--- src/hw/rtl/fcta_pkg.sv ---
// ----------------------------------------------------------------------------
// fcta_pkg
// Shared types and constants of the cluster allocation table unit.
// ----------------------------------------------------------------------------
package fcta_pkg;

   localparam int MAX_ENTRIES = 16384;
   localparam int ADDR_W      = $clog2(MAX_ENTRIES);
   localparam int CNT_W       = ADDR_W + 1;

   localparam int KIND_W  = 2;
   localparam int COUNT_W = 15;
   localparam int INDEX_W = 14;
   localparam int WORD_W  = 32;

   localparam logic [WORD_W-1:0] LOW28_MASK = 32'h0FFF_FFFF;
   localparam logic [WORD_W-1:0] TOP4_MASK  = 32'hF000_0000;

   // first entry the free search looks at
   localparam int FIRST_FREE = 2;

   typedef enum logic [KIND_W-1:0] {
      KIND_FAT12 = 2'd0,
      KIND_FAT16 = 2'd1,
      KIND_FAT32 = 2'd2,
      KIND_UNDEF = 2'd3
   } kind_type;

   typedef enum logic [0:0] {
      CSR_TABLE_KIND  = 1'b0,
      CSR_ENTRY_COUNT = 1'b1
   } csr_idx_type;

   typedef enum logic [1:0] {
      CMD_FIND_FREE = 2'd0,
      CMD_SET_ENTRY = 2'd1,
      CMD_LOAD_RAW  = 2'd2,
      CMD_READ      = 2'd3
   } cmd_type;

   typedef enum logic [1:0] {
      STAT_OK       = 2'd0,
      STAT_NO_SPACE = 2'd1,
      STAT_RANGE    = 2'd2,
      STAT_UNSUP    = 2'd3
   } status_type;

   typedef struct packed {
      cmd_type              command;
      logic [INDEX_W-1:0]   entry_index;
      logic [WORD_W-1:0]    entry_value;
   } req_type;

   typedef struct packed {
      logic [WORD_W-1:0]    result_value;
      status_type           status;
   } rsp_type;

   typedef enum logic [1:0] {
      WR_CLEAR = 2'd0,
      WR_RAW   = 2'd1,
      WR_FAT16 = 2'd2,
      WR_MERGE = 2'd3
   } wr_sel_type;

   typedef enum logic [2:0] {
      RSP_OK    = 3'd0,
      RSP_FOUND = 3'd1,
      RSP_EMPTY = 3'd2,
      RSP_UNSUP = 3'd3,
      RSP_RANGE = 3'd4,
      RSP_READ  = 3'd5
   } rsp_sel_type;

   typedef enum logic [2:0] {
      S_CLEAR,
      S_IDLE,
      S_DECIDE,
      S_SCAN,
      S_MERGE,
      S_READ
   } state_type;

   typedef struct packed {
      logic        clr_en;
      logic        cap;
      logic        scan_init;
      logic        scan_run;
      logic        mem_wr;
      wr_sel_type  wr_sel;
      logic        rsp_en;
      rsp_sel_type rsp_sel;
   } ctrl_cmd_type;

   typedef struct packed {
      logic    clr_last;
      logic    scan_found;
      logic    scan_empty;
      logic    kind_ok;
      logic    kind_fat32;
      logic    idx_ok;
      cmd_type cmd;
   } dp_stat_type;

endpackage

--- src/hw/rtl/fcta_ctrl.sv ---
// ----------------------------------------------------------------------------
// fcta_ctrl
// Sequencer: table clear after reset, command decode, free search and
// read-modify-write steps.
// ----------------------------------------------------------------------------
module fcta_ctrl (
   input  logic                  clock,
   input  logic                  reset,
   input  logic                  start,
   output logic                  busy,
   input  fcta_pkg::dp_stat_type stat,
   output fcta_pkg::ctrl_cmd_type cmd
);
   import fcta_pkg::*;

   state_type state_ff;
   state_type state_in;

   always_ff @(posedge clock) begin
      if (reset) begin
         state_ff <= S_CLEAR;
      end else begin
         state_ff <= state_in;
      end
   end

   always_comb begin
      state_in      = state_ff;
      cmd           = '0;
      cmd.wr_sel    = WR_CLEAR;
      cmd.rsp_sel   = RSP_OK;
      busy          = 1'b1;
      unique case (state_ff)
         S_CLEAR: begin
            cmd.clr_en = 1'b1;
            if (stat.clr_last) begin
               state_in = S_IDLE;
            end
         end
         S_IDLE: begin
            busy    = 1'b0;
            cmd.cap = start;
            if (start) begin
               state_in = S_DECIDE;
            end
         end
         S_DECIDE: begin
            state_in   = S_IDLE;
            cmd.rsp_en = 1'b1;
            unique case (stat.cmd)
               CMD_FIND_FREE: begin
                  if (!stat.kind_ok) begin
                     cmd.rsp_sel = RSP_UNSUP;
                  end else begin
                     cmd.rsp_en    = 1'b0;
                     cmd.scan_init = 1'b1;
                     state_in      = S_SCAN;
                  end
               end
               CMD_SET_ENTRY: begin
                  priority if (!stat.kind_ok) begin
                     cmd.rsp_sel = RSP_UNSUP;
                  end else if (!stat.idx_ok) begin
                     cmd.rsp_sel = RSP_RANGE;
                  end else if (stat.kind_fat32) begin
                     // old word is read now, merged next cycle
                     cmd.rsp_en = 1'b0;
                     state_in   = S_MERGE;
                  end else begin
                     cmd.mem_wr = 1'b1;
                     cmd.wr_sel = WR_FAT16;
                  end
               end
               CMD_LOAD_RAW: begin
                  if (!stat.idx_ok) begin
                     cmd.rsp_sel = RSP_RANGE;
                  end else begin
                     cmd.mem_wr = 1'b1;
                     cmd.wr_sel = WR_RAW;
                  end
               end
               CMD_READ: begin
                  if (!stat.idx_ok) begin
                     cmd.rsp_sel = RSP_RANGE;
                  end else begin
                     cmd.rsp_en = 1'b0;
                     state_in   = S_READ;
                  end
               end
               default: begin
                  cmd.rsp_sel = RSP_RANGE;
               end
            endcase
         end
         S_SCAN: begin
            cmd.scan_run = 1'b1;
            priority if (stat.scan_found) begin
               cmd.rsp_en  = 1'b1;
               cmd.rsp_sel = RSP_FOUND;
               state_in    = S_IDLE;
            end else if (stat.scan_empty) begin
               cmd.rsp_en  = 1'b1;
               cmd.rsp_sel = RSP_EMPTY;
               state_in    = S_IDLE;
            end
         end
         S_MERGE: begin
            cmd.mem_wr = 1'b1;
            cmd.wr_sel = WR_MERGE;
            cmd.rsp_en = 1'b1;
            state_in   = S_IDLE;
         end
         S_READ: begin
            cmd.rsp_en  = 1'b1;
            cmd.rsp_sel = RSP_READ;
            state_in    = S_IDLE;
         end
         default: begin
            state_in = S_IDLE;
         end
      endcase
   end

endmodule

--- config.mk ---
export PLATFORM = sky130hd
export DESIGN_NAME = fcta_ctrl
export DESIGN_NICKNAME = d
export VERILOG_FILES = /design/src/hw/rtl/fcta_pkg.sv /design/src/hw/rtl/fcta_ctrl.sv
export SDC_FILE = /design/constraint.sdc
export NUM_CORES = 1
export LEC_CHECK = 0
export BUFFER_PORTS_ARGS = -buffer_cell sky130_fd_sc_hd__buf_2
export CAP_MARGIN = 5
export CORE_MARGIN = 10
export CORE_UTILIZATION = 38
export CTS_CLUSTER_SIZE = 24
export DETAILED_ROUTE_END_ITERATION = 12
export HOLD_SLACK_MARGIN = 0.05
export PLACE_DENSITY = 0.73
export RECOVER_POWER = 50
export SYNTH_ARGS = -nofsm -noshare
export SYNTH_HDL_FRONTEND = slang
export SYNTH_SLANG_ARGS = --single-unit
export TNS_END_PERCENT = 100
--- constraint.sdc ---
create_clock -name clock -period 1.7 [get_ports clock]
set_clock_uncertainty 0.05 [all_clocks]
set_input_delay 0.085 -clock clock [delete_from_list [all_inputs] [get_ports clock]]
set_output_delay 0.085 -clock clock [all_outputs]
set_load 0.02 [all_outputs]
==> flow_metrics.tcl <==
set metrics [dict create \
    report.power.total_mw 0.422 \
    fp.dieArea_sq_um 3160 \
    timing.slew.headroom 0.720 \
    cts-buffers-inserted 3 \
    synth_area_leaders "ha_1 20%, dfxtp_1 12%, inv_1 5.3%, nor2_1 5.3%, a2111oi_0 5.3%" \
    synth_cell_types 31 \
    power.density_nw_per_um2 579 \
    final_period_minus_worst_setup_slack_ns 1.67 \
    chipWidth_um 56.2 \
    synth_most_common_cell "ha_1" \
    largest_family_of_logic_cells_by_synthesized_area "simple AND/OR/NAND/NOR gates" \
    timing_worst_slew_pin_value_ns 0.419 \
    cp-start-kind "register" \
    syn-num-nets 87 \
    port_buffers 22 \
    syn_to_final_growth_pct 46.1 \
    grt_pass1_wl_mm 2.45 \
    largest_registers "state_ff: 3 flops" \
    synthesis.area_sq_um 499 \
    final.period_utilization 0.983 \
    rsz0062_at_grt "true" \
    dp.final_hpwl_mm 1.19 \
    crit_path_end_kind "output pin" \
    vias_per_cell 5.21 \
    num_io_pins 23 \
    number_of_buffers_added_to_fix_hold_violations_after_cts 0 \
    finalSetupTns_ns 0 \
    grt_overflow_total 0 \
    timing.setup.critical_path_class "reg2out" \
    cts_tree "yes" \
    detail-route-antenna-nets 0 \
    route.vias.total 584 \
    yosysSeqAreaShare 0.120 \
    top_layer_used "met4" \
    place.gp.congestion 0.860 \
    post_dp_cell_area_sq_um 638 \
    wl_met3_um 47 \
    grt_start_max_net_pins 12 \
    num_antenna_cells 0 \
    dr.pass1.iters 4 \
    regMostFlops "state_ff" \
    core.rowCount 13 \
    yosys_warnings 0 \
    largest_register_ffs 3 \
    switching_share 0.393 \
    hold_viol 0 \
    die_height_um 56.2 \
    clock_sinks 3 \
    synthDominantCellAreaShare 0.201 \
    clk_pin_slew_ns 0.04 \
    drtIter0Drc 5 \
    wl_met1_um 651 \
    postSynthAreaPerCell_sq_um 7.34 \
    final.fill_count 125 \
    synth_cells 68 \
    initial_core_util 0.393 \
    worst_ep_required_time_ns 1.56 \
    avgRoutedWirePerCell_um 13.0 \
    post-route-util 0.575 \
    fin_hold_ws_ns 0.103 \
    share_of_the_synthesized_area_in_compound_gates_ao_oa_aoi_oai 0.246 \
    area.sequential_sq_um 63.8 \
    ir_worst_vdd_uv 277 \
    antenna_found_initial 0 \
    multi_input_comb_area_sq_um 428 \
    num-nets-final 117 \
    hold_path_class "in2reg" \
    synth.mux.area_fraction 0 \
    clock_tree.htree_level_count 1 \
    finish.instance_area_sq_um 729 \
    sequential_power_share 0.207 \
    power.share.combinational 0.489 \
    maxCapViolations 0 \
    synth_top_area_cell "ha_1" \
    async_flop_share 0 \
    wl_met2_um 730 \
    p_int_mw 0.256 \
    synth-edff-count 0 \
    switching_power_mw 0.166 \
    clockBufferDepth 2 \
    core_area_sq_um 1270 \
    dominantRegCellSynth "dfxtp_1" \
    finalMaxSlewViolations 0 \
    synth_simple_gate_area_frac 0.356 \
    first_global_vias 544 \
    setup_viol 0 \
    gr-usage-all-layers 0.0925 \
    synth-xor-area-share 0 \
    synthTopCellsByCount "8 x ha_1, 7 x inv_1, 7 x nor2_1" \
    critical_path_peak_fanout 5 \
    drc 0 \
    max_freq_ghz 0.599 \
    power.static_leakage_nw 0.370 \
    outcome "completed" \
    clock_insertion_delay_worst_skew_ns 0.23 \
    synth_register_bits 3 \
    power_frac_clock 0.304 \
    drive_above_1_share 0.392 \
    yosys.area_share.adder 0.201 \
    cp_data_arrival_time_ns 1.54 \
    ctsRootBufferMaster "clkbuf_4" \
    route.final.wire_length_mm 1.46 \
]
## metal layers
| layer | up-vias | track usage |
|---|---|---|
| met5 | - | 0 |
| met4 | 0 | 0.0722 |
| met3 | 2 | 0.0205 |
| met2 | 17 | 0.154 |
| met1 | 260 | 0.0975 |
| li1 | 305 | - |
## worst paths after layout
| kind | end | slack [ns] | from | cells after the start |
|---|---|---|---|---|
| min reg2reg | state_ff[1]$_SDFFE_PP0P_ | 0.59 | state_ff[2]$_SDFFE_PP0P_ | 2 |
| max reg2reg | state_ff[0]$_SDFFE_PP0P_ | 0.21 | state_ff[1]$_SDFFE_PP0P_ | 4 |
| min | state_ff[2]$_SDFFE_PP0P_ | 0.10 | stat[2] | 3 |
| max | cmd[0] | 0.03 | state_ff[1]$_SDFFE_PP0P_ | 4 |
## worst max-delay path: stages, from the launching register on
cell	delay (ns)
dfxtp_4	0.36
or3b_4	0.41
or3_4	0.36
nand2_2	0.07
buf_6	0.11
## through the flow
step | setup slack (ns) | std cells
after floorplan | 0.0122 | 68
after global placement | 0.122 | 106
after detailed placement | 0.118 | 106
after CTS | 0.0145 | 111
after global routing | -0.0322 | 112
final | 0.0294 | 112
## power groups by stage
stage / Sequential (mW) / Combinational [mW] / Clock (mW)
floorplan: 0.0851 / 0.127 / 0
global placement: 0.0877 / 0.190 / 0
detailed placement: 0.0879 / 0.190 / 0
CTS: 0.0875 / 0.201 / 0.131
global route: 0.0882 / 0.229 / 0.143
finish: 0.0872 / 0.207 / 0.128
## repair_timing
item | in CTS | in global routing
setup endpoints to repair | 4 | 4
endpoints found under the hold margin | 0 | 0
cloned | 0 | 0
setup buffers | 1 | 1
gates resized for setup | 10 | 6
pin swaps | 1 | 0
## kinds of logic (layout without fill, tap and decap cells)
logic type / Yosys count / in the layout
buffers and inverters: 9 / 38
flip-flops: 3 / 3
adder cells (fa/ha/maj): 8 / 8
AO/OA/AOI/OAI: 18 / 18
AND/OR/NAND/NOR: 30 / 30
## final cells by class
class,instances,area share
inverters,7,0.0360
flip-flops and latches,3,0.0875
well taps,15,0.0257
multi-input cells,56,0.587
repair buffers,27,0.228
clock buffers,4,0.0360
## cells in the final DEF, fill, tap and decap left out, types with 2 or more instances in the layout
cell	netlist	layout
ha_1	8	8
a21oi_1	4	4
buf_2	1	16
o21ai_0	3	3
or2_2	3	2
nand2_2	0	2
clkbuf_1	0	3
buf_4	1	6
clkbuf_4	0	3
nand2_1	4	2
dfxtp_1	3	2
inv_1	7	7
nor2_1	7	7
a2111oi_0	3	2
buf_6	0	3
and3b_1	3	3
nor2b_1	3	3
(Power assumes the default switching activity.)
